### src/design/mf3_pkg.sv
`timescale 1ns / 1ps

package mf3_pkg;

	// Field and register widths
	localparam int PIX_W = 8;
	localparam int ROW_W = 16;
	localparam int WCFG_W = 11;
	localparam int CFG_DATA_W = 16;
	localparam int CFG_IDX_W = 1;

	// Defaults for the top-level parameters
	localparam int DEF_MAX_WIDTH = 1024;
	localparam int QUEUE_DEPTH = 4;

	// Smallest frame dimension the filter works on
	localparam int MIN_DIM = 3;

	// Register reset values
	localparam logic [WCFG_W-1:0] WIDTH_RESET = 11'd640;
	localparam logic [ROW_W-1:0] HEIGHT_RESET = 16'd480;

	// Register indexes
	localparam logic [CFG_IDX_W-1:0] REG_IMAGE_WIDTH = 1'b0;
	localparam logic [CFG_IDX_W-1:0] REG_IMAGE_HEIGHT = 1'b1;

	typedef logic [PIX_W-1:0] pix_t;

	// Pixel values a job may emit: the window center (or its median), the pixel
	// at the right border, the one on the bottom row and the bottom-right corner
	typedef struct packed {
		pix_t center;
		pix_t right_px;
		pix_t below_px;
		pix_t corner_px;
	} pix_set_t;

	typedef struct packed {
		logic use_med;
		logic at_right;
		logic at_bottom;
	} job_flags_t;

	typedef struct packed {
		logic at_right;
		logic at_bottom;
	} emit_flags_t;

	function automatic pix_t min2(input pix_t a, input pix_t b);
		return (a < b) ? a : b;
	endfunction

	function automatic pix_t max2(input pix_t a, input pix_t b);
		return (a < b) ? b : a;
	endfunction

	function automatic pix_t min3(input pix_t a, input pix_t b, input pix_t c);
		return min2(min2(a, b), c);
	endfunction

	function automatic pix_t max3(input pix_t a, input pix_t b, input pix_t c);
		return max2(max2(a, b), c);
	endfunction

	function automatic pix_t med3(input pix_t a, input pix_t b, input pix_t c);
		return max2(min2(a, b), min2(max2(a, b), c));
	endfunction

endpackage

### src/design/mf3_queue.sv
`timescale 1ns / 1ps

module mf3_queue import mf3_pkg::*; #(
	parameter int DW = 8,
	parameter int DEPTH = QUEUE_DEPTH,
	localparam int AW = (DEPTH > 1) ? $clog2(DEPTH) : 1,
	localparam int CW = $clog2(DEPTH + 1)
) (
	input  logic          clk,
	input  logic          arst_n,
	input  logic          push,
	input  logic [DW-1:0] push_data,
	input  logic          pop,
	output logic [DW-1:0] pop_data,
	output logic          full,
	output logic          empty
);

	localparam logic [AW-1:0] LAST_SLOT = AW'(DEPTH - 1);
	localparam logic [CW-1:0] FULL_COUNT = CW'(DEPTH);

	logic [DW-1:0] slot_q [DEPTH];
	logic [AW-1:0] wr_ptr_q, rd_ptr_q;
	logic [CW-1:0] count_q;

	assign full = (count_q == FULL_COUNT);
	assign empty = (count_q == '0);
	assign pop_data = slot_q[rd_ptr_q];

	// Store the incoming beat
	always_ff @(posedge clk) begin
		if (push)
			slot_q[wr_ptr_q] <= push_data;
	end

	// Advance pointers and occupancy
	always_ff @(posedge clk or negedge arst_n) begin
		if (!arst_n) begin
			wr_ptr_q <= '0;
			rd_ptr_q <= '0;
			count_q <= '0;
		end else begin
			if (push)
				wr_ptr_q <= (wr_ptr_q == LAST_SLOT) ? '0 : wr_ptr_q + AW'(1);
			if (pop)
				rd_ptr_q <= (rd_ptr_q == LAST_SLOT) ? '0 : rd_ptr_q + AW'(1);
			if (push && !pop)
				count_q <= count_q + CW'(1);
			else if (pop && !push)
				count_q <= count_q - CW'(1);
		end
	end

endmodule

### config.mk
export PLATFORM = sky130hd
export DESIGN_NAME = mf3_queue
export DESIGN_NICKNAME = d
export VERILOG_FILES = /design/src/design/mf3_pkg.sv /design/src/design/mf3_queue.sv
export SDC_FILE = /design/constraint.sdc
export NUM_CORES = 1
export LEC_CHECK = 0
export BUFFER_PORTS_ARGS = -buffer_cell sky130_fd_sc_hd__clkbuf_2
export CORE_UTILIZATION = 45
export DETAILED_ROUTE_END_ITERATION = 10
export PLACE_DENSITY = 0.65
export SYNTH_ARGS = -nofsm -noshare
export SYNTH_HDL_FRONTEND = slang
export SYNTH_SLANG_ARGS = --single-unit
export TNS_END_PERCENT = 1
### constraint.sdc
create_clock -name clk -period 2.74 [get_ports clk]
set_input_delay 0.137 -clock clk [delete_from_list [all_inputs] [get_ports clk]]
set_output_delay 0.137 -clock clk [all_outputs]
set_load 0.1 [all_outputs]
==> results of run 1 <==
## layout make-up
type	count	area [um2]
inverters	5	18.8
repair buffers	28	175
well taps	46	57.6
flip-flops and latches	39	1140
multi-input cells	33	404
clock inverters	1	5.00
clock buffers	7	45.0
fillers	274	1500
## worst max-delay path by stage
stage / slack, ns / start / to
4_1_cts: 0.48 / rd_ptr_q[0] / pop_data[7]
5_1_grt: 0.39 / rd_ptr_q[0] / pop_data[7]
3_5_place_dp: 0.87 / rd_ptr_q[0] / pop_data[7]
3_3_place_gp: 0.91 / rd_ptr_q[0] / pop_data[6]
6_report: 0.55 / rd_ptr_q[0] / pop_data[7]
2_1_floorplan: 0.11 / count_q[1] / empty
## cell families after synthesis
| logic type | after synthesis | synth area share [%] |
|---|---|---|
| DFF | 39 | 72.4 |
| buffers and inverters | 7 | 2.23 |
| xor gates and xnor gates | 3 | 1.67 |
| AOI/OAI and AO/OA | 2 | 0.637 |
| adders and majority gates | 7 | 6.06 |
| and+or+nand+nor | 10 | 3.43 |
| muxes | 11 | 13.6 |
## sequential cells by signal, indices dropped and copies added (netlist names)
signal and cells:
rd_ptr_q 2, wr_ptr_q 2, slot_q 32, count_q 3
## routing by layer
layer / up-vias / GRT usage [%]
met4: 0 / 9.74
met5: - / 0
met1: 393 / 17.6
met2: 19 / 23.0
met3: 6 / 5.67
li1: 369 / -
## synth_stat cells, drive strengths merged (2+ instances only)
library cell  number
inv                5
and2               4
nor2               2
dfrtp              7
ha                 6
mux2               3
edfxtp            32
buf                2
o21ai              2
xor2               2
mux4               8
## metrics by stage
stage / setup slack (ns) / utilization [%] / cells
final: 0.545 / 55.2 / 159
after global routing: 0.393 / 55.2 / 159
after CTS: 0.478 / 53.7 / 154
after detailed placement: 0.866 / 51.6 / 144
after global placement: 0.910 / 51.6 / 144
after floorplan: 0.110 / - / 79
## worst register-to-register path, cell delays in order, from the launching register on
cell,delay (ns)
sky130_fd_sc_hd__dfrtp_1,0.74
sky130_fd_sc_hd__ha_1,0.33
sky130_fd_sc_hd__mux2_2,0.26
==> impl_metrics.env, run 1 <==
export IMPL_async_flop_share_pct=17.9
export IMPL_first_iter_violations=16
export IMPL_tritoncts_clock_tree="built"
export IMPL_route_antenna_remaining_nets=0
export IMPL_area_growth_pct=17.3
export IMPL_min_delay_path_depth=1
export IMPL_number_of_enable_type_register_cells_in_the_synthesized_netlist=32
export IMPL_grt_start_max_net_pins=12
export IMPL_maxSlewHeadroom_pct=59.8
export IMPL_post_cts_hold_fix_bufs=2
export IMPL_layout_cells_most_common_list="sky130_fd_sc_hd__edfxtp_1, sky130_fd_sc_hd__clkbuf_2, sky130_fd_sc_hd__mux4_2, sky130_fd_sc_hd__dfrtp_1, sky130_fd_sc_hd__dlygate4sd3_1"
export IMPL_r2r_worst_path_cells=2
export IMPL_gp_congestion=0.655
export IMPL_post_route_cell_area_um2=1840
export IMPL_crit_slowest_cell="sky130_fd_sc_hd__dfrtp_1"
export IMPL_finalMaxSlewViolations=0
export IMPL_die_height_um=61.1
export IMPL_nNetsFinal=131
export IMPL_timing_max_cap_violations=0
export IMPL_whs_endpoint="slot_q[3][3]"
export IMPL_synthesis_area_per_instance_um2=19.9
export IMPL_overflow=0
export IMPL_tritoncts_num_sinks=39
export IMPL_commonest_non_fill_non_tap_cell_in_the_layout="sky130_fd_sc_hd__edfxtp_1"
export IMPL_postPlaceCellArea_um2=1720
export IMPL_fp_dieArea_um2=3730
export IMPL_number_of_endpoints_failing_setup_at_the_final_stage=0
export IMPL_cts_path_max_buffers=2
export IMPL_post_drt_wl_per_cell_um=14.9
export IMPL_arrival_time_at_the_worst_endpoint_ns=2.06
export IMPL_avgViaCountPerCell=4.95
export IMPL_report_final_hold_viol_count=0
export IMPL_detailroute_via_count=787
export IMPL_post_synth_num_cell_types=18
export IMPL_final_hold_worst_slack_ns=0.0168
export IMPL_skew_ns=0.00343
export IMPL_clock_fmax_mhz=456
export IMPL_clockRootBuffer="sky130_fd_sc_hd__clkbuf_4"
export IMPL_total_of_flip_flops_plus_latches_after_synthesis=39
export IMPL_synth_fp_nets=98
export IMPL_worst_skew_pair_late_latency_ns=0.34
export IMPL_met3_wirelength_um=114
export IMPL_number_of_buffers_added_on_ports=21
export IMPL_worstPathRequired_ns=2.60
export IMPL_core_area_um2=3340
export IMPL_detail_route_first_pass_iterations=4
export IMPL_topRoutingLayerUsed="met4"
export IMPL_layout_min_cycle_time_ns=2.19
export IMPL_drc=0
export IMPL_synth_area_leaders="sky130_fd_sc_hd__edfxtp_1, sky130_fd_sc_hd__mux4_2, sky130_fd_sc_hd__dfrtp_1, sky130_fd_sc_hd__ha_1, sky130_fd_sc_hd__mux2_2"
export IMPL_post_synth_instance_area_um2=1570
export IMPL_grt_first_pass_wirelength_um=3540
export IMPL_clk_pin_slew_ns=0.10
export IMPL_antennaDiodeCount=0
export IMPL_worst_setup_path_type="register to output port"
export IMPL_regToRegStartpoint="rd_ptr_q[0]"
export IMPL_synth_warnings=0
export IMPL_fin_crit_sh_pct=80.1
export IMPL_boundaryPins=22
export IMPL_min_delay_path_class="input pin to register"
export IMPL_max_stage_delay_ns=0.74
export IMPL_worst_pin_slew_ns=0.603
export IMPL_crit_path_max_fanout=11
export IMPL_post_cts_buffers=0
export IMPL_yosysSeqAreaShare_pct=72.4
export IMPL_status="complete, no violations"
export IMPL_route_layer_met1_wl_um=1010
export IMPL_grt_pass1_vias=718
export IMPL_h_tree_depth=2
export IMPL_regToRegSetupSlack_ns=1.30
export IMPL_crit_reg2reg_capture="rd_ptr_q[1]"
export IMPL_yosysTopAreaCellShare_pct=61.2
export IMPL_antenna_found_initial=0
export IMPL_grt_setup_unrepaired="false"
export IMPL_die_w_um=61.1
export IMPL_post_syn_instances=79
export IMPL_tns_ns=0
export IMPL_synthDominantAreaCellType="sky130_fd_sc_hd__edfxtp_1"
export IMPL_cp_buffers_inverters=1
export IMPL_kind_of_cell_adding_the_most_delay_to_the_critical_path="flip-flops"
export IMPL_worstPathCellList="mux4_2, clkbuf_2"
export IMPL_dp_final_hpwl_um=1600
export IMPL_row_count=21
export IMPL_final_layout_size_suffix_gt1_share_pct=34.5
export IMPL_timing_critical_path_to_type="output port"
export IMPL_yosys_most_used_dff="sky130_fd_sc_hd__edfxtp_1"
export IMPL_worstSetupPathDepth=2
export IMPL_timing_hold_worst_start="push_data[3]"
export IMPL_cts_buffers=5
export IMPL_gr_usage_all_layers_pct=14.9
export IMPL_crit_path_start_kind="register"
export IMPL_wire_length_on_met2_um=1190
export IMPL_floorplan_initialDensity_pct=47.1
export IMPL_postCtsResizedCells=0
export IMPL_wl_um=2370
Power of run 1 is not shown: default switching activity piles up to over one toggle a cycle in this logic, so the estimate is an artifact.
==> inputs of run 2 (changes only) <==
==> constraint.sdc (replaced) <==
create_clock -name clk -period 2.15 [get_ports clk]
set_input_delay 0.1075 -clock clk [delete_from_list [all_inputs] [get_ports clk]]
set_output_delay 0.1075 -clock clk [all_outputs]
set_load 0.1 [all_outputs]
==> run 2 against run 1 <==
  * Worst setup slack got worse by 0.38 ns
  * Via count is 0.51% lower
  * Clock-buffer cell count fell by 2
  * First-iteration DRC count is 56% higher
  * Wire length increased by 2.6%
  * Final cell count grew 1.3%
  * Clock skew increased by 0.0023 ns
  * Non-clock buffer count grew 2
  * Register-to-register slack got worse by 0.55 ns
  * Cell area rose by 1.3%
  * Utilization grew 0.71 points
  * Die area unchanged
  * Critical endpoint is now pop_data[6]
==> impl_metrics.env, run 2 (synthesis results as in run 1) <==
export IMPL_gr_usage_all_layers_pct=15.2
export IMPL_first_iter_violations=25
export IMPL_worst_skew_pair_late_latency_ns=0.35
export IMPL_number_of_endpoints_failing_setup_at_the_final_stage=0
export IMPL_grt_start_max_net_pins=13
export IMPL_clock_fmax_mhz=503
export IMPL_tritoncts_clock_tree="built"
export IMPL_layout_cells_most_common_list="sky130_fd_sc_hd__edfxtp_1, sky130_fd_sc_hd__clkbuf_2, sky130_fd_sc_hd__dlygate4sd3_1, sky130_fd_sc_hd__mux4_2"
export IMPL_crit_slowest_cell="sky130_fd_sc_hd__dfrtp_2"
export IMPL_maxSlewHeadroom_pct=64.1
export IMPL_crit_path_max_fanout=11
export IMPL_row_count=21
export IMPL_dp_final_hpwl_um=1610
export IMPL_final_layout_size_suffix_gt1_share_pct=34.8
export IMPL_detailroute_via_count=783
export IMPL_boundaryPins=22
export IMPL_tritoncts_num_sinks=39
export IMPL_dpl_cell_count=144
export IMPL_number_of_buffers_added_on_ports=21
export IMPL_clk_pin_slew_ns=0.11
export IMPL_commonest_non_fill_non_tap_cell_in_the_layout="sky130_fd_sc_hd__edfxtp_1"
export IMPL_largest_register_ff_count=32
export IMPL_worst_setup_path_type="register to output port"
export IMPL_kind_of_cell_adding_the_most_delay_to_the_critical_path="flip-flops"
export IMPL_drc=0
export IMPL_crit_path_start_kind="register"
export IMPL_cts_path_max_buffers=2
export IMPL_worstPathCellList="mux4_2, clkbuf_2"
export IMPL_worst_pin_slew_ns=0.542
export IMPL_status="complete, no violations"
export IMPL_final_core_utilization_pct=55.9
export IMPL_route_antenna_remaining_nets=0
export IMPL_layout_min_cycle_time_ns=1.99
export IMPL_die_w_um=61.1
export IMPL_fin_crit_sh_pct=92.5
export IMPL_antenna_found_initial=0
export IMPL_cts_buffers=5
export IMPL_arrival_time_at_the_worst_endpoint_ns=1.88
export IMPL_antennaDiodeCount=0
export IMPL_min_delay_path_class="input pin to register"
export IMPL_post_drt_wl_per_cell_um=15.1
export IMPL_worstPathRequired_ns=2.04
export IMPL_nNetsFinal=133
export IMPL_wl_um=2430
export IMPL_skew_ns=0.00569
export IMPL_area_growth_pct=18.8
export IMPL_core_area_um2=3340
export IMPL_timing_critical_path_to_type="output port"
export IMPL_cp_buffers_inverters=1
export IMPL_grt_pass1_vias=752
export IMPL_overflow=0
export IMPL_timing_max_cap_violations=0
export IMPL_max_stage_delay_ns=0.59
export IMPL_detail_route_first_pass_iterations=2
export IMPL_floorplan_initialDensity_pct=47.1
export IMPL_finalMaxSlewViolations=0
export IMPL_gp_congestion=0.655
export IMPL_avgViaCountPerCell=4.86
export IMPL_biggestRegsByFlops="slot_q (32), count_q (3)"
export IMPL_report_final_hold_viol_count=0
export IMPL_h_tree_depth=2
export IMPL_grt_first_pass_wirelength_um=3640
export IMPL_clockRootBuffer="sky130_fd_sc_hd__clkbuf_4"
export IMPL_final_non_filler_cells=161
export IMPL_die_height_um=61.1
export IMPL_post_cts_buffers=0
export IMPL_fp_dieArea_um2=3730
export IMPL_grt_setup_unrepaired="false"
export IMPL_top_register="slot_q"
==> run 2: cell type report <==
cell class,instances,area [um2]
clock inverter,3,15.0
tap,46,57.6
clock buffer,5,37.5
inverter,5,18.8
sequential,39,1140
fill,273,1470
timing repair buffer,30,195
multi-input combinational,33,404
==> run 2: through the flow <==
step | setup TNS [ns] | instance area, um2 | hold slack (ns) | setup slack, ns
global placement | 0 | 1720 | -0.0430 | 0.349
floorplan | -0.451 | 1580 | -0.188 | -0.451
CTS | 0 | 1870 | 0.0364 | 0.126
global route | 0 | 1870 | 0.0282 | 0.0537
detailed placement | 0 | 1720 | -0.0371 | 0.305
finish | 0 | 1870 | 0.0438 | 0.161
==> run 2: worst paths after layout <==
check	start	endpoint	slack [ns]	cells past startpoint
min in group asynchronous	arst_n	count_q[2]	0.12	2
min reg2reg	count_q[2]	count_q[2]	0.50	1
max reg2reg	wr_ptr_q[0]	slot_q[2][6]	0.75	3
max in group asynchronous	arst_n	rd_ptr_q[0]	1.84	2
min	pop	rd_ptr_q[1]	0.04	2
max	rd_ptr_q[0]	pop_data[6]	0.16	2
==> run 2: repair_timing <==
action / in CTS / in global routing
setup endpoints to repair: 8 / 0
hold buffers: 9 / 0
hold endpoints to repair: 39 / 0
resized for setup: 1 / 0
==> run 2: worst reg2reg max path: cells and delay by family (launching register included) <==
family	cells	cell delay, ns
simple gates	1	0.38
fa+ha+maj	1	0.15
buf+inv	1	0.12
flops	1	0.41
==> run 2: routing by layer <==
metal,GRT usage [%],vias up,part of all wire (%)
met5,0,-,0
met4,9.74,0,2.5
met3,5.46,9,4.5
met2,24.7,16,51
met1,17.1,389,42
li1,-,369,-
Power of run 2 is left out for the same reason.
