File: config.mk
export PLATFORM = sky130hd
export DESIGN_NAME = mf3_back
export DESIGN_NICKNAME = d
export VERILOG_FILES = /design/src/design/mf3_pkg.sv /design/src/design/mf3_back.sv
export SDC_FILE = /design/constraint.sdc
export NUM_CORES = 1
export LEC_CHECK = 0
export BUFFER_PORTS_ARGS = -buffer_cell sky130_fd_sc_hd__buf_2
export CORE_ASPECT_RATIO = 0.75
export CORE_MARGIN = 2
export CORE_UTILIZATION = 32
export DETAILED_ROUTE_END_ITERATION = 12
export GPL_TIMING_DRIVEN = 0
export PLACE_DENSITY = 0.87
export SLEW_MARGIN = 20
export SYNTH_ARGS = -nofsm -noshare
export SYNTH_HDL_FRONTEND = slang
export SYNTH_SLANG_ARGS = --single-unit
File: constraint.sdc
create_clock -name clk -period 2.2 [get_ports clk]
set_clock_uncertainty 0.2 [all_clocks]
set_input_delay 0.11 -clock clk [delete_from_list [all_inputs] [get_ports clk]]
set_output_delay 0.11 -clock clk [all_outputs]
set_load 0.005 [all_outputs]
File: src/design/mf3_pkg.sv
`timescale 1ns / 1ps

package mf3_pkg;

	// Field and register widths
	localparam int PIX_W = 8;
	localparam int ROW_W = 16;
	localparam int WCFG_W = 11;
	localparam int CFG_DATA_W = 16;
	localparam int CFG_IDX_W = 1;

	// Defaults for the top-level parameters
	localparam int DEF_MAX_WIDTH = 1024;
	localparam int QUEUE_DEPTH = 4;

	// Smallest frame dimension the filter works on
	localparam int MIN_DIM = 3;

	// Register reset values
	localparam logic [WCFG_W-1:0] WIDTH_RESET = 11'd640;
	localparam logic [ROW_W-1:0] HEIGHT_RESET = 16'd480;

	// Register indexes
	localparam logic [CFG_IDX_W-1:0] REG_IMAGE_WIDTH = 1'b0;
	localparam logic [CFG_IDX_W-1:0] REG_IMAGE_HEIGHT = 1'b1;

	typedef logic [PIX_W-1:0] pix_t;

	// Pixel values a job may emit: the window center (or its median), the pixel
	// at the right border, the one on the bottom row and the bottom-right corner
	typedef struct packed {
		pix_t center;
		pix_t right_px;
		pix_t below_px;
		pix_t corner_px;
	} pix_set_t;

	typedef struct packed {
		logic use_med;
		logic at_right;
		logic at_bottom;
	} job_flags_t;

	typedef struct packed {
		logic at_right;
		logic at_bottom;
	} emit_flags_t;

	function automatic pix_t min2(input pix_t a, input pix_t b);
		return (a < b) ? a : b;
	endfunction

	function automatic pix_t max2(input pix_t a, input pix_t b);
		return (a < b) ? b : a;
	endfunction

	function automatic pix_t min3(input pix_t a, input pix_t b, input pix_t c);
		return min2(min2(a, b), c);
	endfunction

	function automatic pix_t max3(input pix_t a, input pix_t b, input pix_t c);
		return max2(max2(a, b), c);
	endfunction

	function automatic pix_t med3(input pix_t a, input pix_t b, input pix_t c);
		return max2(min2(a, b), min2(max2(a, b), c));
	endfunction

endpackage

File: src/design/mf3_back.sv
`timescale 1ns / 1ps

module mf3_back import mf3_pkg::*; #(
	parameter int MAX_WIDTH = DEF_MAX_WIDTH,
	localparam int XW = $clog2(MAX_WIDTH)
) (
	input  logic             clk,
	input  logic             arst_n,
	input  logic             head_valid,
	input  pix_set_t         head_set,
	input  emit_flags_t      head_flags,
	input  logic [XW-1:0]    head_col,
	input  logic [ROW_W-1:0] head_row,
	output logic             pop,
	output logic             res_valid,
	input  logic             res_stall,
	output logic [PIX_W-1:0] pixel_out,
	output logic [XW-1:0]    out_x,
	output logic [ROW_W-1:0] out_y,
	output logic             run_last
);

	typedef enum logic [1:0] {
		RES_CENTER,
		RES_RIGHT,
		RES_BELOW,
		RES_CORNER
	} res_kind_t;

	res_kind_t kind_q;
	res_kind_t kind_next;
	logic last_res;
	logic take;

	// Pick the next result of the job, or mark this one as its last
	always_comb begin
		kind_next = RES_CENTER;
		last_res = 1'b1;
		case (kind_q)
			RES_CENTER: begin
				if (head_flags.at_right) begin
					kind_next = RES_RIGHT;
					last_res = 1'b0;
				end else if (head_flags.at_bottom) begin
					kind_next = RES_BELOW;
					last_res = 1'b0;
				end
			end
			RES_RIGHT: begin
				if (head_flags.at_bottom) begin
					kind_next = RES_BELOW;
					last_res = 1'b0;
				end
			end
			RES_BELOW: begin
				if (head_flags.at_right) begin
					kind_next = RES_CORNER;
					last_res = 1'b0;
				end
			end
			default: ;
		endcase
	end

	// Drive the result beat from the queue head
	always_comb begin
		case (kind_q)
			RES_RIGHT: begin
				pixel_out = head_set.right_px;
				out_x = head_col;
				out_y = head_row - ROW_W'(1);
			end
			RES_BELOW: begin
				pixel_out = head_set.below_px;
				out_x = head_col - XW'(1);
				out_y = head_row;
			end
			RES_CORNER: begin
				pixel_out = head_set.corner_px;
				out_x = head_col;
				out_y = head_row;
			end
			default: begin
				pixel_out = head_set.center;
				out_x = head_col - XW'(1);
				out_y = head_row - ROW_W'(1);
			end
		endcase
	end

	assign res_valid = head_valid;
	assign run_last = last_res;
	assign take = res_valid && !res_stall;
	assign pop = take && last_res;

	// Step through the results of the head job
	always_ff @(posedge clk or negedge arst_n) begin
		if (!arst_n)
			kind_q <= RES_CENTER;
		else if (take)
			kind_q <= last_res ? RES_CENTER : kind_next;
	end

`ifndef SYNTH
	a_mid_job_has_head: assert property (@(posedge clk) disable iff (!arst_n)
		(kind_q != RES_CENTER) |-> head_valid)
		else $error("result sequence running without a queued job");

	a_right_needs_flag: assert property (@(posedge clk) disable iff (!arst_n)
		(kind_q == RES_RIGHT) |-> head_flags.at_right)
		else $error("right-border result on a job not at the row end");

	a_corner_needs_flags: assert property (@(posedge clk) disable iff (!arst_n)
		(kind_q == RES_CORNER) |-> (head_flags.at_right && head_flags.at_bottom))
		else $error("corner result on a job not at the frame end");

	a_last_restarts: assert property (@(posedge clk) disable iff (!arst_n)
		(take && run_last) |=> (kind_q == RES_CENTER))
		else $error("sequence did not restart after the last result");
`endif

endmodule

==> impl_metrics.py, run 1 <==
metrics = {
    "run_status": {
        "status": "finished, final reports clean",
    },
    "timing": {
        "finalHoldViolations": 0,
        "holdWs_ns": 0.125,
        "fmax_mhz": 471,
        "maxSlewViolCount": 0,
        "fin_crit_sh": 0.965,
        "setup_ws_ns": 0.0774,
        "slew_headroom": 0.552,
        "setup_violations": 0,
        "tightest_slew_ns": 0.666,
        "setup-tns-final_ns": 0,
        "final.min_clock_period_ns": 2.12,
    },
    "clocking": {
        "clockBufferDepth": 2,
        "cts_sinks": 2,
        "clk_latency_ns": 0.22,
        "h-tree-depth": 1,
        "clkTransAtPathRegs_ns": 0.03,
        "cts_tree": "done",
        "root_buffer": "clkbuf_4",
        "cts_buffers": 3,
    },
    "critical_path": {
        "cp_top_family": "simple AND/OR/NAND/NOR gates",
        "end_kind": "output pin",
        "path_max_fanout": 7,
        "cp_slowest_cell": "or3b_4",
        "crit_buf_inv": 2,
        "path_cells": "buf_4 -> or3b_4 -> nand2b_4 -> nor3_4 -> xor2_1 -> buf_2",
        "startpoint_type": "flip-flop",
        "crit_type": "flip-flop to output pin",
        "cpPeakStageDelay_ns": 0.42,
        "critPathArrivalTime_ns": 1.81,
        "cp_data_required_time_ns": 1.89,
    },
    "power": {
        "leakagePower_nw": 0.751,
        "p_per_area_nw_per_um2": 425,
        "ir_drop_uv": 325,
        "power_mw": 0.607,
    },
    "logic_synthesis": {
        "postSynth.asyncResetShare": 1.00,
        "synth_area_um2": 774,
        "ys_types": 26,
        "synth_nets": 157,
        "synth_most_common_cell": "xor2_1",
        "synth_common_cells": "xor2_1, nor2_1, nand2_1",
        "ys_ff_latch": 2,
        "yosysSeqAreaShare": 0.0646,
        "netlist_top_cells_area": "mux4_2, xor2_1, xnor2_1",
        "postSynthCellCount": 91,
        "yosysWarnings": 0,
        "synth_ff_type": "dfrtp_1",
        "synth_edf_count": 0,
        "syn_avg_cell_area_um2": 8.51,
        "yosys.area.top_type_share": 0.233,
        "synth_top_cell_by_area": "mux4_2",
    },
    "floorplan": {
        "core_um2": 2290,
        "fp.dieArea_um2": 2830,
        "ios": 101,
        "die_x_um": 60.8,
        "num_rows": 15,
        "initial_core_util": 0.338,
        "die_h_um": 46.6,
    },
    "placement": {
        "placed_cells": 225,
        "gp_congestion": 0.753,
        "dp_slack_ns": -0.0243,
        "io_buffers": 100,
        "dp_hpwl_mm": 2.22,
    },
    "finish": {
        "largest_reg_flops": 2,
        "largest-register": "kind_q",
        "antennaDiodeCount": 0,
        "area_growth_pct": 84.3,
        "final_cells": 232,
        "fillers": 206,
        "num-nets-final": 266,
        "reg.largest.list": "kind_q (2)",
        "drive_above_1_share": 0.662,
    },
    "global_routing": {
        "grt_pass1_wl_mm": 3.52,
        "antenna_found_initial": 0,
        "grt_start_max_net_pins": 11,
        "grt_pass1_vias": 933,
        "grt_use_total": 0.170,
        "overflow": 0,
    },
    "route": {
        "drc_errors": 0,
        "wl_mm": 2.56,
        "dr.pass1.iters": 4,
        "drtIter0Drc": 17,
        "wl_per_cell_um": 11.0,
        "ant_nets": 0,
        "dr_total_vias": 1068,
        "viasPerCell": 4.60,
    },
    "run": {
        "maxCapViolations": 0,
    },
    "hold_path": {
        "hold_path.class": "input port to flip-flop",
    },
}
tightest hold or removal path, cell delays in order:
cell and delay (ns):
buf_2 0.11, nand2b_1 0.12, mux2_2 0.17
power by group:
| part | internal (mW) | switching, mW | leakage [nW] |
|---|---|---|---|
| clock network | 0.0601 | 0.0197 | 0.0138 |
| logic | 0.262 | 0.204 | 0.712 |
| registers | 0.0482 | 0.0128 | 0.0250 |
metrics by stage:
step           instance area (um^2)   util
2_1_floorplan                   774      -
3_3_place_gp                   1320  0.575
3_5_place_dp                   1320  0.575
4_1_cts                        1380  0.604
5_1_grt                        1430  0.623
6_report                       1430  0.623
placed cells by master (no fill, tap or decap), types with 2 or more instances in the layout:
master / n
buf_2: 100
xor2_1: 13
nor2_1: 10
nand2_1: 9
mux4_2: 8
xnor2_1: 8
buf_4: 6
inv_1: 5
nor4_1: 3
o21ai_0: 3
clkbuf_4: 3
nor2b_1: 2
nand2b_1: 2
nor3_2: 2
nor3_1: 2
o41ai_1: 2
or4_4: 2
nor4_2: 2
mux2_2: 2
ha_1: 2
dlygate4sd3_1: 2
dfrtp_1: 2
routing by layer:
layer | vias up | wire length (um) | global-route usage
li1 | 542 | - | -
met1 | 479 | 960 | 0.194
met2 | 47 | 1420 | 0.329
met3 | 0 | 179 | 0.0140
met4 | 0 | 0 | 0.0609
met5 | - | 0 | 0
cell type report:
type	count	area [um^2]	area share
Inverter	5	18.8	0.0131
Sequential cell	2	50.0	0.0351
Buffer	4	26.3	0.0184
Multi-Input combinational cell	79	724	0.507
Timing Repair Buffer	105	543	0.380
Tap cell	34	42.5	0.0298
Clock buffer	3	22.5	0.0158
kinds of logic (layout without fill, tap and decap cells):
family / count (synthesis) / after routing / synth area share
simple gates: 41 / 41 / 0.307
xor+xnor: 21 / 21 / 0.237
mux: 10 / 10 / 0.262
buf+inv: 10 / 117 / 0.0549
compound gates: 5 / 5 / 0.0420
fa+ha+maj: 2 / 2 / 0.0323
flops: 2 / 2 / 0.0646
repair_timing:
item | in CTS | in global routing
pin swaps | 1 | 2
hold endpoints to repair | 2 | 0
resized for setup | 6 | 7
endpoints found under the setup margin | 8 | 10
setup buffers | 0 | 3
hold buffers | 2 | 0
final timing paths:
check                                 from        end  slack [ns]  cells past startpoint
worst max-delay path             kind_q[1]  out_y[12]        0.08                      6
worst min-delay path            head_valid  kind_q[0]        0.13                      3
worst max register to register   kind_q[1]  kind_q[1]        0.76                      3
worst min register to register   kind_q[1]  kind_q[1]        0.66                      3
max in group asynchronous           arst_n  kind_q[0]        1.15                      3
min in group asynchronous           arst_n  kind_q[1]        0.53                      3
Note: power is estimated with default switching activity, not from simulation.
==> run 2: changes to the inputs <==
- CELL_PAD_IN_SITES_DETAIL_PLACEMENT: unset -> 0
- CELL_PAD_IN_SITES_GLOBAL_PLACEMENT: unset -> 2
- CORE_UTILIZATION: 32 -> 14
- PLACE_DENSITY: 0.87 -> unset
- PLACE_DENSITY_LB_ADDON: unset -> 0.1
==> impl_metrics.py, run 2 (synthesized netlist as in run 1, its figures left out) <==
metrics = {
    "run": {
        "maxCapViolations": 0,
    },
    "power": {
        "power_frac_seq": 0.091,
        "leakagePower_nw": 0.757,
        "power_mw": 0.696,
        "switchingPower_mw": 0.259,
        "share_comb_of_total_power": 0.704,
        "p_per_area_nw_per_um2": 464,
        "clkPwrFrac": 0.204,
        "swShare": 0.372,
        "ir_drop_uv": 364,
        "internal-power_mw": 0.437,
    },
    "timing": {
        "maxSlewViolCount": 0,
        "fmax_mhz": 466,
        "fin_crit_sh": 0.975,
        "final.min_clock_period_ns": 2.14,
        "slew_headroom": 0.539,
        "setup_ws_ns": 0.0556,
        "rsz0062_at_grt": "yes",
        "tightest_slew_ns": 0.685,
        "setup_violations": 0,
        "finalHoldViolations": 0,
        "holdWs_ns": 0.0184,
    },
    "clocking": {
        "h-tree-depth": 1,
        "cts_buffers": 3,
        "clockBufferDepth": 2,
        "cts_sinks": 2,
        "clk_latency_ns": 0.21,
        "clkTransAtPathRegs_ns": 0.03,
        "cts_tree": "done",
        "root_buffer": "clkbuf_8",
    },
    "floorplan": {
        "die_x_um": 89.9,
        "initial_core_util": 0.145,
        "ios": 101,
        "fp.dieArea_um2": 6150,
        "core_um2": 5350,
        "num_rows": 23,
        "die_h_um": 68.4,
    },
    "critical_path": {
        "crit_buf_inv": 2,
        "path_max_fanout": 5,
        "end_kind": "output pin",
        "crit_type": "flip-flop to output pin",
        "cp_data_required_time_ns": 1.89,
        "cpPeakStageDelay_ns": 0.45,
        "cp_top_family": "simple AND/OR/NAND/NOR gates",
        "path_cells": "buf_6 -> nor4_4 -> nand2_2 -> or3_4 -> xnor2_2 -> buf_2",
        "crit_cells": 6,
        "startpoint_type": "flip-flop",
        "critPathArrivalTime_ns": 1.83,
        "cp_slowest_cell": "or3_4",
        "r2r_cells": 3,
    },
    "finish": {
        "largest-register": "kind_q",
        "final_cells": 273,
        "reg.largest.list": "kind_q (2)",
        "largest_reg_flops": 2,
        "num-nets-final": 266,
        "antennaDiodeCount": 0,
        "layout_common_cells": "buf_2, xor2_1, nor2_1",
        "area_growth_pct": 93.4,
        "final_common_cell": "buf_2",
        "drive_above_1_share": 0.672,
    },
    "route": {
        "dr_total_vias": 1069,
        "wl_mm": 3.45,
        "viasPerCell": 3.92,
        "ant_nets": 0,
        "wl_per_cell_um": 12.6,
        "drc_errors": 0,
        "drtIter0Drc": 15,
        "dr.pass1.iters": 4,
    },
    "placement": {
        "io_buffers": 100,
        "dp_hpwl_mm": 3.06,
        "placed_cells": 266,
        "dp_slack_ns": -0.0680,
        "gp_congestion": 0.775,
    },
    "global_routing": {
        "grt_start_max_net_pins": 11,
        "grt_pass1_wl_mm": 5.07,
        "grt_pass1_vias": 1042,
        "overflow": 0,
        "grt_use_total": 0.101,
        "antenna_found_initial": 0,
    },
    "run_status": {
        "status": "finished, final reports clean",
    },
    "hold_path": {
        "hold_path.class": "input port to asynchronous set/reset pin",
    },
}
==> run 2: power groups by stage <==
stage	Sequential (mW)	Clock, mW	Combinational (mW)
after global routing	0.0664	0.148	0.541
after detailed placement	0.0506	0	0.485
after floorplan	0.0502	0	0.256
after global placement	0.0507	0	0.481
after CTS	0.0624	0.147	0.478
final	0.0635	0.142	0.490
==> run 2: final timing paths <==
| path | from | to | slack, ns |
|---|---|---|---|
| worst max register to register | kind_q[0] | kind_q[1] | 0.76 |
| worst max-delay path | kind_q[1] | out_y[9] | 0.06 |
| worst min-delay path | arst_n | kind_q[0] | 0.02 |
| worst min register to register | kind_q[0] | kind_q[1] | 0.76 |
| min in group clk | res_stall | kind_q[0] | 0.13 |
| max in group asynchronous | arst_n | kind_q[1] | 1.69 |
==> run 2: timing repair <==
item,in CTS,in global routing
setup buffers,1,3
hold buffers,1,0
pin swaps,1,2
hold endpoints to repair,2,0
setup endpoints to repair,11,8
resized for setup,5,8
==> run 2: cell type report <==
type | instances | area, um^2
fillers | 622 | 3850
multi-input cells | 79 | 726
repair buffers | 105 | 541
well taps | 75 | 93.8
flip-flops and latches | 2 | 50.0
clock buffers | 3 | 41.3
plain buffers | 4 | 27.5
inverters | 5 | 18.8
==> run 2: layer usage <==
layer  routed length [um]  GRT usage  vias to the layer above
met5                    0          0                        -
met1                 1390      0.121                      494
met2                 1890      0.201                       33
li1                     -          -                      542
met4                    0     0.0212                        0
met3                  158     0.0132                        0
==> run 2: stage by stage <==
step	utilization	TNS, ns	instance area, um^2
3_3_place_gp	0.256	-0.215	1370
2_1_floorplan	-	0	774
5_1_grt	0.280	-0.0468	1500
3_5_place_dp	0.256	-0.258	1370
6_report	0.280	0	1500
4_1_cts	0.270	0	1440
==> run 3: changes to the inputs <==
- SETUP_SLACK_MARGIN: unset -> 0.15
==> impl_metrics.py, run 3 (synthesized netlist as in run 1, its figures left out) <==
metrics = {
    "finish": {
        "final_common_cell": "buf_2",
        "fillers": 612,
        "regArea_um2": 50.0,
        "largest-register": "kind_q",
        "fin_area_um2": 1530,
        "antennaDiodeCount": 0,
        "reg.largest.list": "kind_q (2)",
        "final_util": 0.287,
        "area_growth_pct": 98.1,
        "multi_input_area_um2": 753,
        "final_cells": 274,
        "largest_reg_flops": 2,
        "drive_above_1_share": 0.698,
        "num-nets-final": 267,
        "layout_common_cells": "buf_2, xor2_1, nor2_1",
    },
    "timing": {
        "maxSlewViolCount": 0,
        "finalHoldViolations": 0,
        "setup_ws_ns": 0.164,
        "fin_crit_sh": 0.926,
        "holdWs_ns": 0.0184,
        "rsz0062_at_grt": "yes",
        "slew_headroom": 0.716,
        "final.min_clock_period_ns": 2.04,
        "setup_violations": 0,
        "setup-tns-final_ns": 0,
        "fmax_mhz": 491,
        "tightest_slew_ns": 0.423,
    },
    "power": {
        "ir_drop_uv": 362,
        "power_mw": 0.710,
        "p_per_area_nw_per_um2": 463,
        "leakagePower_nw": 0.767,
    },
    "route": {
        "viasPerCell": 3.97,
        "wl_met1_mm": 1.41,
        "wl_met2_mm": 1.96,
        "top_layer": "met3",
        "wl_per_cell_um": 12.9,
        "wl_met3_um": 154,
        "dr.pass1.iters": 4,
        "dr_total_vias": 1089,
        "drc_errors": 0,
        "wl_mm": 3.52,
        "drtIter0Drc": 15,
        "ant_nets": 0,
    },
    "critical_path": {
        "cpPeakStageDelay_ns": 0.39,
        "crit_type": "flip-flop to output pin",
        "path_cells": "buf_6 -> or3b_4 -> nand2b_4 -> nor4_4 -> xor2_1 -> buf_2",
        "critPathArrivalTime_ns": 1.73,
        "r2r_cells": 4,
        "startpoint_type": "flip-flop",
        "cp_slowest_cell": "or3b_4",
        "cp_data_required_time_ns": 1.89,
        "path_max_fanout": 5,
        "end_kind": "output pin",
    },
    "floorplan": {
        "die_x_um": 89.9,
        "die_h_um": 68.4,
        "fp.dieArea_um2": 6150,
        "core_um2": 5350,
        "initial_core_util": 0.145,
        "num_rows": 23,
        "ios": 101,
    },
    "clocking": {
        "cts_sinks": 2,
        "clockBufferDepth": 2,
        "clkTransAtPathRegs_ns": 0.03,
        "cts_tree": "done",
        "clk_latency_ns": 0.21,
        "cts_buffers": 3,
        "root_buffer": "clkbuf_8",
        "h-tree-depth": 1,
    },
    "global_routing": {
        "grt_start_max_net_pins": 11,
        "grt_pass1_wl_mm": 5.25,
        "grt_pass1_vias": 1083,
        "grt_use_total": 0.105,
        "overflow": 0,
        "antenna_found_initial": 0,
    },
    "hold_path": {
        "hold_path.class": "input port to asynchronous set/reset pin",
    },
    "placement": {
        "dp_slack_ns": -0.0680,
        "dp_hpwl_mm": 3.06,
        "gp_congestion": 0.775,
        "placed_cells": 266,
        "placedInstanceArea_um2": 1370,
        "io_buffers": 100,
    },
    "run_status": {
        "status": "finished, final reports clean",
    },
    "run": {
        "maxCapViolations": 0,
    },
}
run 3: changes by cell type in the layout (fill, tap and decap cells not counted), sizes merged:
| cell | change |
|---|---|
| clkbuf | +2 |
| buf | -1 |
run 3: repair_timing:
action,in CTS,in global routing
pin swaps,2,0
setup buffers,4,0
endpoints found under the setup margin,20,11
hold endpoints to repair,2,0
hold buffers,1,0
resized for setup,12,8
run 3: worst max-delay path, delay by kind of cell (launching register included):
kind | cells | cell delay (ns)
xor+xnor | 1 | 0.15
buf+inv | 2 | 0.25
flops | 1 | 0.36
simple gates | 3 | 0.75
run 3: report_power, final:
part	switching [mW]	internal [mW]
Clock	0.0266	0.115
Sequential	0.00443	0.0484
Combinational	0.234	0.281
run 3: routing by layer:
metal | GRT usage | vias up
li1 | - | 543
met1 | 0.124 | 515
met2 | 0.208 | 31
met3 | 0.0132 | 0
met4 | 0.0212 | 0
met5 | 0 | -
run 3: final cells by class:
cell class	count	share of cell area
Buffer	5	0.0237
Inverter	5	0.0122
Timing Repair Buffer	105	0.352
Tap cell	75	0.0612
Sequential cell	2	0.0326
Clock buffer	3	0.0269
Multi-Input combinational cell	79	0.491
run 3: final timing paths:
kind	from	endpoint	slack (ns)
worst max-delay path	kind_q[1]	out_y[10]	0.16
worst min-delay path	arst_n	kind_q[0]	0.02
worst max register to register	kind_q[0]	kind_q[1]	0.74
worst min register to register	kind_q[1]	kind_q[1]	0.73
max in group asynchronous	arst_n	kind_q[1]	1.69
min in group clk	res_stall	kind_q[0]	0.13
