$ cat config.mk
export PLATFORM = sky130hd
export DESIGN_NAME = mf3_median
export DESIGN_NICKNAME = d
export VERILOG_FILES = /design/src/design/mf3_pkg.sv /design/src/design/mf3_median.sv
export SDC_FILE = /design/constraint.sdc
export NUM_CORES = 1
export LEC_CHECK = 0
export BUFFER_PORTS_ARGS = -buffer_cell sky130_fd_sc_hd__buf_4
export CAP_MARGIN = 20
export CORE_UTILIZATION = 63
export CTS_CLUSTER_SIZE = 24
export DETAILED_ROUTE_END_ITERATION = 6
export PLACE_DENSITY = 0.86
export SKIP_CTS_REPAIR_TIMING = 1
export SYNTH_ARGS = -nofsm -noshare
export SYNTH_HDL_FRONTEND = slang
export SYNTH_SLANG_ARGS = --single-unit
$ cat constraint.sdc
create_clock -name clk -period 15 [get_ports clk]
set_input_delay 3 -clock clk [delete_from_list [all_inputs] [get_ports clk]]
set_output_delay 3 -clock clk [all_outputs]
set_load 0.05 [all_outputs]
$ cat src/design/mf3_pkg.sv
`timescale 1ns / 1ps

package mf3_pkg;

	// Field and register widths
	localparam int PIX_W = 8;
	localparam int ROW_W = 16;
	localparam int WCFG_W = 11;
	localparam int CFG_DATA_W = 16;
	localparam int CFG_IDX_W = 1;

	// Defaults for the top-level parameters
	localparam int DEF_MAX_WIDTH = 1024;
	localparam int QUEUE_DEPTH = 4;

	// Smallest frame dimension the filter works on
	localparam int MIN_DIM = 3;

	// Register reset values
	localparam logic [WCFG_W-1:0] WIDTH_RESET = 11'd640;
	localparam logic [ROW_W-1:0] HEIGHT_RESET = 16'd480;

	// Register indexes
	localparam logic [CFG_IDX_W-1:0] REG_IMAGE_WIDTH = 1'b0;
	localparam logic [CFG_IDX_W-1:0] REG_IMAGE_HEIGHT = 1'b1;

	typedef logic [PIX_W-1:0] pix_t;

	// Pixel values a job may emit: the window center (or its median), the pixel
	// at the right border, the one on the bottom row and the bottom-right corner
	typedef struct packed {
		pix_t center;
		pix_t right_px;
		pix_t below_px;
		pix_t corner_px;
	} pix_set_t;

	typedef struct packed {
		logic use_med;
		logic at_right;
		logic at_bottom;
	} job_flags_t;

	typedef struct packed {
		logic at_right;
		logic at_bottom;
	} emit_flags_t;

	function automatic pix_t min2(input pix_t a, input pix_t b);
		return (a < b) ? a : b;
	endfunction

	function automatic pix_t max2(input pix_t a, input pix_t b);
		return (a < b) ? b : a;
	endfunction

	function automatic pix_t min3(input pix_t a, input pix_t b, input pix_t c);
		return min2(min2(a, b), c);
	endfunction

	function automatic pix_t max3(input pix_t a, input pix_t b, input pix_t c);
		return max2(max2(a, b), c);
	endfunction

	function automatic pix_t med3(input pix_t a, input pix_t b, input pix_t c);
		return max2(min2(a, b), min2(max2(a, b), c));
	endfunction

endpackage

$ cat src/design/mf3_median.sv
`timescale 1ns / 1ps

module mf3_median import mf3_pkg::*; #(
	parameter int MAX_WIDTH = DEF_MAX_WIDTH,
	localparam int XW = $clog2(MAX_WIDTH)
) (
	input  logic                  clk,
	input  logic                  arst_n,
	input  logic                  adv,
	input  logic                  valid_s2,
	input  logic [2:0][2:0][PIX_W-1:0] win,
	input  pix_set_t              set_s2,
	input  job_flags_t            flags_s2,
	input  logic [XW-1:0]         col_s2,
	input  logic [ROW_W-1:0]      row_s2,
	output logic                  valid_s5,
	output pix_set_t              set_s5,
	output emit_flags_t           eflags_s5,
	output logic [XW-1:0]         col_s5,
	output logic [ROW_W-1:0]      row_s5
);

	logic valid_s3, valid_s4;
	logic [2:0][PIX_W-1:0] lo_s3, md_s3, hi_s3;
	pix_t mlo_s4, mmd_s4, mhi_s4;
	pix_set_t set_s3, set_s4;
	job_flags_t flags_s3, flags_s4;
	logic [XW-1:0] col_s3, col_s4;
	logic [ROW_W-1:0] row_s3, row_s4;

	// Advance the valid bits with the shared enable
	always_ff @(posedge clk or negedge arst_n) begin
		if (!arst_n) begin
			valid_s3 <= 1'b0;
			valid_s4 <= 1'b0;
			valid_s5 <= 1'b0;
		end else if (adv) begin
			valid_s3 <= valid_s2;
			valid_s4 <= valid_s3;
			valid_s5 <= valid_s4;
		end
	end

	// Sort each window row, reduce across rows, pick the median of three or the center
	always_ff @(posedge clk) begin
		if (adv) begin
			for (int i = 0; i < 3; i++) begin
				lo_s3[i] <= min3(win[i][0], win[i][1], win[i][2]);
				md_s3[i] <= med3(win[i][0], win[i][1], win[i][2]);
				hi_s3[i] <= max3(win[i][0], win[i][1], win[i][2]);
			end
			set_s3 <= set_s2;
			flags_s3 <= flags_s2;
			col_s3 <= col_s2;
			row_s3 <= row_s2;

			mlo_s4 <= max3(lo_s3[0], lo_s3[1], lo_s3[2]);
			mmd_s4 <= med3(md_s3[0], md_s3[1], md_s3[2]);
			mhi_s4 <= min3(hi_s3[0], hi_s3[1], hi_s3[2]);
			set_s4 <= set_s3;
			flags_s4 <= flags_s3;
			col_s4 <= col_s3;
			row_s4 <= row_s3;

			set_s5.center <= flags_s4.use_med ? med3(mlo_s4, mmd_s4, mhi_s4)
				: set_s4.center;
			set_s5.right_px <= set_s4.right_px;
			set_s5.below_px <= set_s4.below_px;
			set_s5.corner_px <= set_s4.corner_px;
			eflags_s5.at_right <= flags_s4.at_right;
			eflags_s5.at_bottom <= flags_s4.at_bottom;
			col_s5 <= col_s4;
			row_s5 <= row_s4;
		end
	end

endmodule

==> results.ini, run 1 <==
[sta]
timing.fmax_mhz=115
min_period_ns=8.73
setup_violations=0
worst_slack_ns=6.27
finalSetupTns_ns=0
slew_violations=0
finalCritPeriodShare_pct=58.2
hold_slack_ns=0.405
hold_viol=0
rsz0062_at_grt=false
skew_ns=0.0164
max_slew_margin_pct=26.6
tightest_slew_ns=1.09

[worst_setup_path]
path_class=in -> reg
setup.worst_path.start_class=input port
required_ns=15.29
cp_max_fo=33
ff2ff_setup_slack_ns=8.56
crit_path_end_kind=flip-flop
cp_data_arrival_time_ns=9.01

[floorplanning]
initial_core_util_pct=64.3
rows=56
fp.dieArea_um2=24600
die_w_um=157
ios=198
dieHeight_um=157
core-area_um2=23500

[power]
p_int_mw=2.01
p_leak_nw=7.73
clock_power_share_pct=20.9
totalPowerFinal_mw=3.22
p_switching_mw=1.20
comb_power_share_pct=44.6
p_per_area_nw_per_um2=180
swShare_pct=37.4
worst_ir_drop_vdd_v=0.000165
pwr-share-seq_pct=34.5

[routing]
dr.pass1.iters=5
final_antenna_net_count=0
routed_via_density=5.78
vias=10300
post-route-drc-count=0
first_iter_violations=832
wirelength_mm=33.3
avgRoutedWirePerCell_um=18.7

[run]
cap_viol_max_count=0

[global_route]
grt_use_total_pct=27.2
grt_pass1_vias=10200
grt_pass1_wl_mm=51.4
grt_overflow=0
antenna_found_initial=0
grt_max_degree=122

[synthesis]
synth_area_per_cell_um2=12.2
synthFlopType=edfxtp_1
yosys_warnings=0
syn_inst=1235
async_reset_ff_share_pct=1.07
synth_edf_count=278
ys_seq_area_share_pct=55.8
synth.distinct_cells=55
syn-cell-area_um2=15100
synth_nets=1526
ys_seq_elements=281

[final_layout]
diodes=0
final_design_area_no_fill_um2=17800
final-seq-area_um2=8420
final_layout_size_suffix_gt1_share_pct=22.6
fin_util_pct=76.0
nets=1735
layoutNonFillerInstCount=1781
fillers=1438
syn2layout_area_growth_pct=18.1
multi_input_area_um2=6070

[clock_tree]
cts_max_level=1
cts_sinks=281
clkTransAtPathRegs_ns=0.06
clk-insertion-delay-late_ns=0.55
clockBufferDepth=3
cts_made_buffers=28
root_buffer=clkbuf_16
cts_tree=built

[placement]
dp_cells=1732
dp_hpwl_mm=25.3
io_buffers=197
place_area_um2=16900
dp_worst_setup_slack_ns=5.78
place.gp.congestion=0.906

[hold_path]
hp-class=reg -> reg

[outcome]
status=complete, no violations

-- synthesized netlist by cell type (4+ instances only) --
cell      number  area, µm²
nor2b_1       17        106
a21o_1        18        135
nor3_1         4       20.0
buf_2          7       35.0
nand4_1       12       75.1
o21ai_1        4       20.0
ha_1         154       1930
a211oi_1      18        135
and3_1         6       37.5
clkbuf_1      19       71.3
mux2_2        70        788
nand2_1      109        409
nand2b_1      13       81.3
inv_1        129        484
a21boi_0       4       30.0
nor2_1        60        225
o21ai_0       93        465
mux2i_1       56        561
o21a_1         9       67.6
edfxtp_1     278       8350
o211ai_1       6       45.0
a211o_1        4       35.0
nand3_1       19       95.1
o221ai_1       9       78.8
a21oi_1       70        350
-- sequential cells by signal, summed over array words and instances, names as in the netlist --
signal / count
row_s3: 16
lo_s3: 24
flags_s4: 3
row_s5: 16
col_s5: 10
set_s5: 32
col_s3: 10
mhi_s4: 8
row_s4: 16
set_s4: 32
valid_s4: 1
valid_s5: 1
mlo_s4: 8
md_s3: 24
set_s3: 32
valid_s3: 1
col_s4: 10
eflags_s5: 2
mmd_s4: 8
flags_s3: 3
hi_s3: 24
-- routing by layer --
layer / wire, µm / up-vias / GRT usage [%]
li1: - / 5003 / -
met1: 13000 / 4874 / 32.2
met2: 17400 / 348 / 50.4
met3: 1770 / 78 / 3.68
met4: 1090 / 0 / 9.52
met5: 0 / - / 0
-- final timing paths --
| check | from | end | cells after the start |
|---|---|---|---|
| worst max-delay path | win[33] | md_s3[8]$_DFFE_PP_ | 23 |
| worst min-delay path | set_s3[19]$_DFFE_PP_ | set_s4[19]$_DFFE_PP_ | 0 |
| min in group asynchronous | arst_n | valid_s3$_DFFE_PN0P_ | 1 |
| worst max register to register | md_s3[2]$_DFFE_PP_ | mmd_s4[0]$_DFFE_PP_ | 21 |
| max in group asynchronous | arst_n | valid_s3$_DFFE_PN0P_ | 1 |
| worst min register to register | set_s3[19]$_DFFE_PP_ | set_s4[19]$_DFFE_PP_ | 0 |
-- area by class of cell --
class / instances / area share [%]
tap: 319 / 2.24
multi-input combinational: 796 / 34.1
timing repair buffer: 207 / 8.76
sequential: 281 / 47.2
clock buffer: 31 / 3.99
inverter: 130 / 2.74
clock inverter: 17 / 0.989
-- power groups by stage --
| stage | sequential [mW] | clock (mW) | combinational [mW] |
|---|---|---|---|
| detailed placement | 1.12 | 0 | 1.39 |
| global route | 1.12 | 0.712 | 1.58 |
| floorplan | 1.17 | 0 | 0.964 |
| CTS | 1.11 | 0.680 | 1.42 |
| finish | 1.11 | 0.674 | 1.44 |
| global placement | 1.12 | 0 | 1.32 |
-- logic make-up (layout without fill, tap and decap cells) --
group                      count (synthesis)  after routing  synth area share (%)
buffers and inverters                    158            385                  4.04
and+or+nand+nor                          249            249                  7.42
muxes                                    127            127                  9.03
AOI/OAI and AO/OA                        266            266                  11.0
adders and majority gates                154            154                  12.8
DFF                                      281            281                  55.8
-- critical path, cell delays in order --
cell and delay, ns:
buf_4 0.11, inv_1 0.06, ha_1 0.22, a211oi_1 0.26, o31a_1 0.26, nand2_1 0.09, a21oi_2 0.50, buf_4 0.30
mux2i_1 0.30, inv_1 0.07, ha_1 0.29, a21o_1 0.18, a211oi_1 0.27, nand2_1 0.10, o221ai_1 0.28, a31o_2 0.49
o21ai_0 0.18, ha_1 0.33, a211oi_1 0.30, o2111ai_1 0.16, a221o_1 0.58, mux2_4 0.37, a211o_1 0.28
-- placed cells by master (no fill, tap or decap), types with 18 or more instances in the layout --
cell type and instances:
a21oi_1 69, nor2_1 60, nand2_1 109, clkbuf_16 28, o21ai_0 93, mux2_2 70, a21o_1 18, edfxtp_1 278
buf_4 206, nand3_1 19, inv_1 129, mux2i_1 56, ha_1 154, a211oi_1 18
(Power assumes the default switching activity.)
==> run 2: changes to the inputs <==
Settings changed: CORE_UTILIZATION 63 to 59, PLACE_DENSITY 0.86 to 0.81.
Clock period 15 ns to 8.2 ns, I/O delays scaled along.
==> run 2 against run 1 <==
The run now ends with DRC left. Setup slack lost 5.3 ns. Die area grew 6.7%. Critical path type unchanged. Critical path depth rose by 1. Power rose by 80%. Clock power rose by 81%. Cell count grew 0.73%. Non-clock buffer count is 1 higher. Final area about the same. Clock skew shrank 0.0076 ns. Sequential power is 83% higher. Combinational power increased by 78%.
==> results.ini, run 2 (synthesized netlist as in run 1, its figures left out) <==
[outcome]
status=finished with violations
violations=DRC

[routing]
dr.pass1.iters=7  ; +2
vias=10200  ; -1.2%
wirelength_mm=31.6  ; -5.1%
final_antenna_net_count=0  ; unchanged
post-route-drc-count=2  ; +2
first_iter_violations=894  ; +7.5%
routed_via_density=5.67  ; -1.9%
avgRoutedWirePerCell_um=17.6  ; -5.7%

[final_layout]
nets=1736  ; +0.058%
final_layout_size_suffix_gt1_share_pct=22.3  ; -0.30 points
mostFrequentLayoutCell=edfxtp_1
layoutNonFillerInstCount=1794  ; +0.73%
syn2layout_area_growth_pct=18.2  ; about the same
largest_registers=set_s3 (32), set_s4 (32), set_s5 (32)
diodes=0  ; unchanged
fillers=1709  ; +19%
mostFrequentLayoutCells=278 x edfxtp_1, 207 x buf_4, 154 x ha_1, 129 x inv_1, 109 x nand2_1

[global_route]
grt_pass1_wl_mm=49.3  ; -4.1%
grt_pass1_vias=9788  ; -4.0%
grt_use_met3_pct=2.45  ; -1.2 points
grt_use_met2_pct=43.2  ; -7.2 points
busiest_layer=met2
grt_max_degree=146  ; +20%
antenna_found_initial=0  ; unchanged
grt_use_total_pct=24.1  ; -3.1 points
use_met1_pct=30.8  ; -1.5 points
grt_overflow=0  ; unchanged

[floorplanning]
fp.dieArea_um2=26200  ; +6.7%
initial_core_util_pct=60.1  ; -4.2 points
core-area_um2=25100  ; +7.0%
dieHeight_um=162  ; +3.3%
die_w_um=162  ; +3.3%
ios=198  ; unchanged
rows=58  ; +3.6%

[sta]
rsz0062_at_grt=false
max_slew_margin_pct=26.7  ; +0.12 points
slew_violations=0  ; unchanged
finalCritPeriodShare_pct=87.9
setup_violations=0  ; unchanged
skew_ns=0.00878  ; -0.00765 ns
tightest_slew_ns=1.10  ; +0.0101 ns
hold_viol=0  ; unchanged
timing.fmax_mhz=139
finalSetupTns_ns=0  ; unchanged
min_period_ns=7.21

[worst_setup_path]
cpMaxStageDelayCell=a21oi_2
crit_path_end_kind=flip-flop
slowest_delay_ns=0.55  ; -0.03 ns
cp_max_fo=33  ; unchanged
setup.worst_path.start_class=input port
critPathBufInv=2  ; -2
crit_chain=buf_4 -> ha_1 -> a211oi_1 -> o31a_1 -> nand2_1 -> a21oi_2 -> mux2i_1 -> inv_1 -> ha_1 -> a21o_1 -> a211oi_1 -> nand2_1 -> o221ai_1 -> a31o_2 -> nand2_1 -> o21ai_0 -> ha_1 -> o21ai_0 -> nand2b_1 -> a21oi_1 -> nor2_1 -> a221o_1 -> mux2_4 -> a211o_1
cp_data_arrival_time_ns=7.48  ; -1.53 ns
path_class=in -> reg
crit_family=compound AO/OA/AOI/OAI gates
required_ns=8.48  ; -6.81 ns

[placement]
place.gp.congestion=0.907  ; +0.13%
dp_cells=1745  ; +0.75%
io_buffers=197  ; unchanged
dp_hpwl_mm=24.1  ; -4.8%

[clock_tree]
clk-insertion-delay-late_ns=0.53  ; -0.02 ns
clockBufferDepth=3  ; unchanged
cts_max_level=1  ; unchanged
cts_tree=built
root_buffer=clkbuf_16
cts_made_buffers=28  ; unchanged
cts_sinks=281  ; unchanged
clkTransAtPathRegs_ns=0.06  ; about the same

[hold_path]
hp-class=reg -> reg

[power]
worst_ir_drop_vdd_v=0.000299  ; +81%
p_per_area_nw_per_um2=326  ; +80%
p_leak_nw=7.74  ; about the same

[run]
cap_viol_max_count=0  ; unchanged

## run 2: changes by cell type in the layout (fill, tap and decap cells not counted), sizes merged
cell / previous run / this run
clkinv: 10 / 9
clkinvlp: 4 / 1
buf: 207 / 208
clkbuf: 31 / 36
## run 2: worst paths after layout
check | from | slack [ns] | cells after the start | to
setup reg to reg | md_s3[2]$_DFFE_PP_ | 2.59 | 20 | mmd_s4[0]$_DFFE_PP_
setup / recovery | win[25] | 0.99 | 24 | md_s3[8]$_DFFE_PP_
max in group asynchronous | arst_n | 7.22 | 1 | valid_s4$_DFFE_PN0P_
hold reg to reg | row_s4[4]$_DFFE_PP_ | 0.41 | 0 | row_s5[4]$_DFFE_PP_
min in group asynchronous | arst_n | 0.88 | 1 | valid_s3$_DFFE_PN0P_
hold / removal | row_s4[4]$_DFFE_PP_ | 0.41 | 0 | row_s5[4]$_DFFE_PP_
## run 2: cell type report
class	count	area, µm²	share of cell area (%)
sequential	281	8420	47.2
multi-input combinational	796	6070	34.0
timing repair buffer	208	1570	8.79
clock buffer	36	731	4.10
inverter	130	488	2.73
tap	330	413	2.31
clock inverter	13	148	0.827
## run 2: worst register-to-register path, stage by stage, from the launching register on
cell and delay [ns]:
edfxtp_1 0.44, ha_1 0.34, a21oi_1 0.12, o21ai_0 0.11, a21oi_1 0.16, o21ai_1 0.09, buf_4 0.21, o21ai_0 0.28
ha_1 0.31, a211oi_1 0.38, a221oi_1 0.19, a21oi_2 0.50, mux2i_1 0.31, ha_1 0.29, a21oi_1 0.16, o22ai_1 0.10
o21ai_0 0.15, nand2b_1 0.10, nor2_1 0.71, o211ai_1 0.19, and3_1 0.24
## run 2: where the power goes
part	switching [mW]	internal [mW]
clock network	0.500	0.720
registers	0.119	1.91
logic	1.50	1.06
## run 2: per-stage QoR
stage / cell area (µm²) / utilization, % / hold WS, ns / setup slack, ns / total power [mW]
after floorplan: 15100 / - / 0.400 / 1.18 / 3.90
after global placement: 17000 / 67.6 / 0.400 / 0.609 / 4.46
after detailed placement: 17000 / 67.6 / 0.405 / 0.522 / 4.56
after CTS: 17800 / 71.1 / 0.407 / 1.07 / 5.82
after global routing: 17800 / 71.1 / 0.415 / 0.508 / 6.21
final: 17800 / 71.1 / 0.410 / 0.994 / 5.81
## run 2: routing by layer
metal,share of wire [%],vias up
met2,52,289
met5,0,-
met4,2.7,0
met3,4.4,56
met1,41,4828
li1,-,5005
==> run 3: changes to the inputs <==
Settings changed: GPL_TIMING_DRIVEN from default to 0.
==> run 3 against run 2 <==
The run still ends with DRC left. Critical endpoint unchanged. Core utilization rose by 0.64 points. Clock skew is 0.0085 ns higher. Non-clock buffer count rose by 19. Count of clock-buffer cells in the layout shrank 1. Flip-flop and latch count unchanged. Sequential share of layout area shrank 0.42 points. Worst hold slack better by 0.0070 ns. Register-to-register slack got worse by 0.45 ns. Final area rose by 0.90%. Power rose by 2.0%.
==> results.ini, run 3 (synthesized netlist as in run 1, its figures left out) <==
[outcome]
status=finished with violations
violations=DRC

[worst_setup_path]
cp_data_arrival_time_ns=8.13  ; +0.65 ns
cp_num_cells=27  ; +13%
setup.worst_path.start_class=input port
ff2ff_setup_slack_ns=2.14  ; -0.45 ns
crit_start=win[36]
critPathBufInv=6  ; +4
path_class=in -> reg
cp_max_fo=10  ; -70%
rr_startpoint=mlo_s4[2]$_DFFE_PP_
cpMaxStageDelayCell=a21oi_1
rr_endpoint=set_s5[30]$_DFFE_PP_
reg2reg_depth=24  ; +20%
crit_family=compound AO/OA/AOI/OAI gates
slowest_delay_ns=0.58  ; +0.03 ns
required_ns=8.48  ; about the same
cp-endpoint=md_s3[8]$_DFFE_PP_
crit_path_end_kind=flip-flop

[final_layout]
diodes=0  ; unchanged
layoutNonFillerInstCount=1816  ; +1.2%
final_layout_size_suffix_gt1_share_pct=22.2  ; -0.13 points
mostFrequentLayoutCells=278 x edfxtp_1, 196 x buf_4, 154 x ha_1, 129 x inv_1, 109 x nand2_1
mostFrequentLayoutCell=edfxtp_1
nets=1756  ; +1.2%
fillers=1691  ; -1.1%
largest_registers=set_s3 (32), set_s4 (32), set_s5 (32)
syn2layout_area_growth_pct=19.2
fin_util_pct=71.7  ; +0.64 points

[global_route]
grt_max_degree=114  ; -22%
grt_pass1_wl_mm=51.6  ; +4.5%
grt_use_total_pct=25.2  ; +1.1 points
grt_pass1_vias=10100  ; +2.9%
grt_overflow=0  ; unchanged
antenna_found_initial=0  ; unchanged

[routing]
dr.pass1.iters=7  ; unchanged
avgRoutedWirePerCell_um=18.0  ; +2.3%
vias=10300  ; +1.0%
wirelength_mm=32.7  ; +3.6%
final_antenna_net_count=0  ; unchanged
post-route-drc-count=2  ; unchanged
routed_via_density=5.66  ; -0.20%
first_iter_violations=949  ; +6.2%

[sta]
rsz0062_at_grt=false
hold_viol=0  ; unchanged
max_slew_margin_pct=37.1  ; +10 points
skew_ns=0.0173  ; +0.00853 ns
timing.fmax_mhz=127  ; -8.3%
finalSetupTns_ns=0  ; unchanged
setup_violations=0  ; unchanged
min_period_ns=7.85  ; +0.649 ns
tightest_slew_ns=0.934  ; -0.165 ns
slew_violations=0  ; unchanged
finalCritPeriodShare_pct=95.8  ; +7.9 points

[placement]
io_buffers=197  ; unchanged
dp_cells=1764  ; +1.1%
dp_hpwl_mm=25.3  ; +4.8%
place.gp.congestion=0.904  ; -0.32%

[floorplanning]
dieHeight_um=162  ; unchanged
ios=198  ; unchanged
fp.dieArea_um2=26200  ; unchanged
rows=58  ; unchanged
core-area_um2=25100  ; unchanged
die_w_um=162  ; unchanged
initial_core_util_pct=60.1  ; unchanged

[clock_tree]
cts_max_level=1  ; unchanged
root_buffer=clkbuf_16
cts_sinks=281  ; unchanged
cts_made_buffers=29  ; +3.6%
clk-insertion-delay-late_ns=0.54  ; about the same
cts_tree=built
clkTransAtPathRegs_ns=0.06  ; about the same
clockBufferDepth=3  ; unchanged

[hold_path]
hp-class=reg -> reg

[power]
p_leak_nw=7.80  ; +0.78%
p_per_area_nw_per_um2=329  ; +1.0%
worst_ir_drop_vdd_v=0.000340  ; +14%

[run]
cap_viol_max_count=0  ; unchanged

run 3: changes by cell type in the layout (fill, tap and decap cells not counted), moves of 2 or more:
| cell | change |
|---|---|
| buf_4 | -11 |
| clkbuf_1 | +17 |
| buf_16 | +2 |
| buf_2 | +7 |
| clkinv_4 | +2 |
run 3: how the worst min path moves through the flow:
stage,startpoint,to,cells after the start
2_1_floorplan,col_s3[0]$_DFFE_PP_,col_s4[0]$_DFFE_PP_,0
3_3_place_gp,col_s4[6]$_DFFE_PP_,col_s5[6]$_DFFE_PP_,0
3_5_place_dp,col_s4[1]$_DFFE_PP_,col_s5[1]$_DFFE_PP_,0
4_1_cts,row_s4[11]$_DFFE_PP_,row_s5[11]$_DFFE_PP_,0
5_1_grt,row_s4[8]$_DFFE_PP_,row_s5[8]$_DFFE_PP_,0
6_report,row_s4[9]$_DFFE_PP_,row_s5[9]$_DFFE_PP_,0
run 3: cell type report:
type,count,area (µm²),area share [%]
clock buffer,35,748,4.16
timing repair buffer,199,1540,8.56
multi-input combinational,796,6070,33.7
inverter,130,488,2.71
sequential,281,8420,46.8
buffer,28,121,0.674
clock inverter,17,201,1.12
tap,330,413,2.29
run 3: per-stage QoR:
stage / hold WS, ns / total power, mW / setup WS, ns / cell area, µm²
finish: 0.417 / 5.92 / 0.345 / 18000
global route: 0.424 / 6.32 / 0.117 / 18000
CTS: 0.419 / 5.93 / 0.497 / 18000
detailed placement: 0.405 / 4.59 / -0.0314 / 17100
global placement: 0.400 / 4.49 / 0.140 / 17000
floorplan: 0.400 / 3.90 / 1.18 / 15100
run 3: where the power goes:
group | switching (mW) | total [mW] | internal, mW
sequential | 0.114 | 2.02 | 1.91
combinational | 1.54 | 2.60 | 1.06
clock | 0.523 | 1.30 | 0.777
total | 2.18 | 5.92 | 3.75
run 3: metal layers:
layer / up-vias / share of wire (%) / GRT usage, %
met4: 0 / 2.0 / 5.75
met2: 311 / 53 / 46.1
met3: 51 / 4.3 / 2.76
met5: - / 0 / 0
met1: 4874 / 41 / 32.0
li1: 5046 / - / -
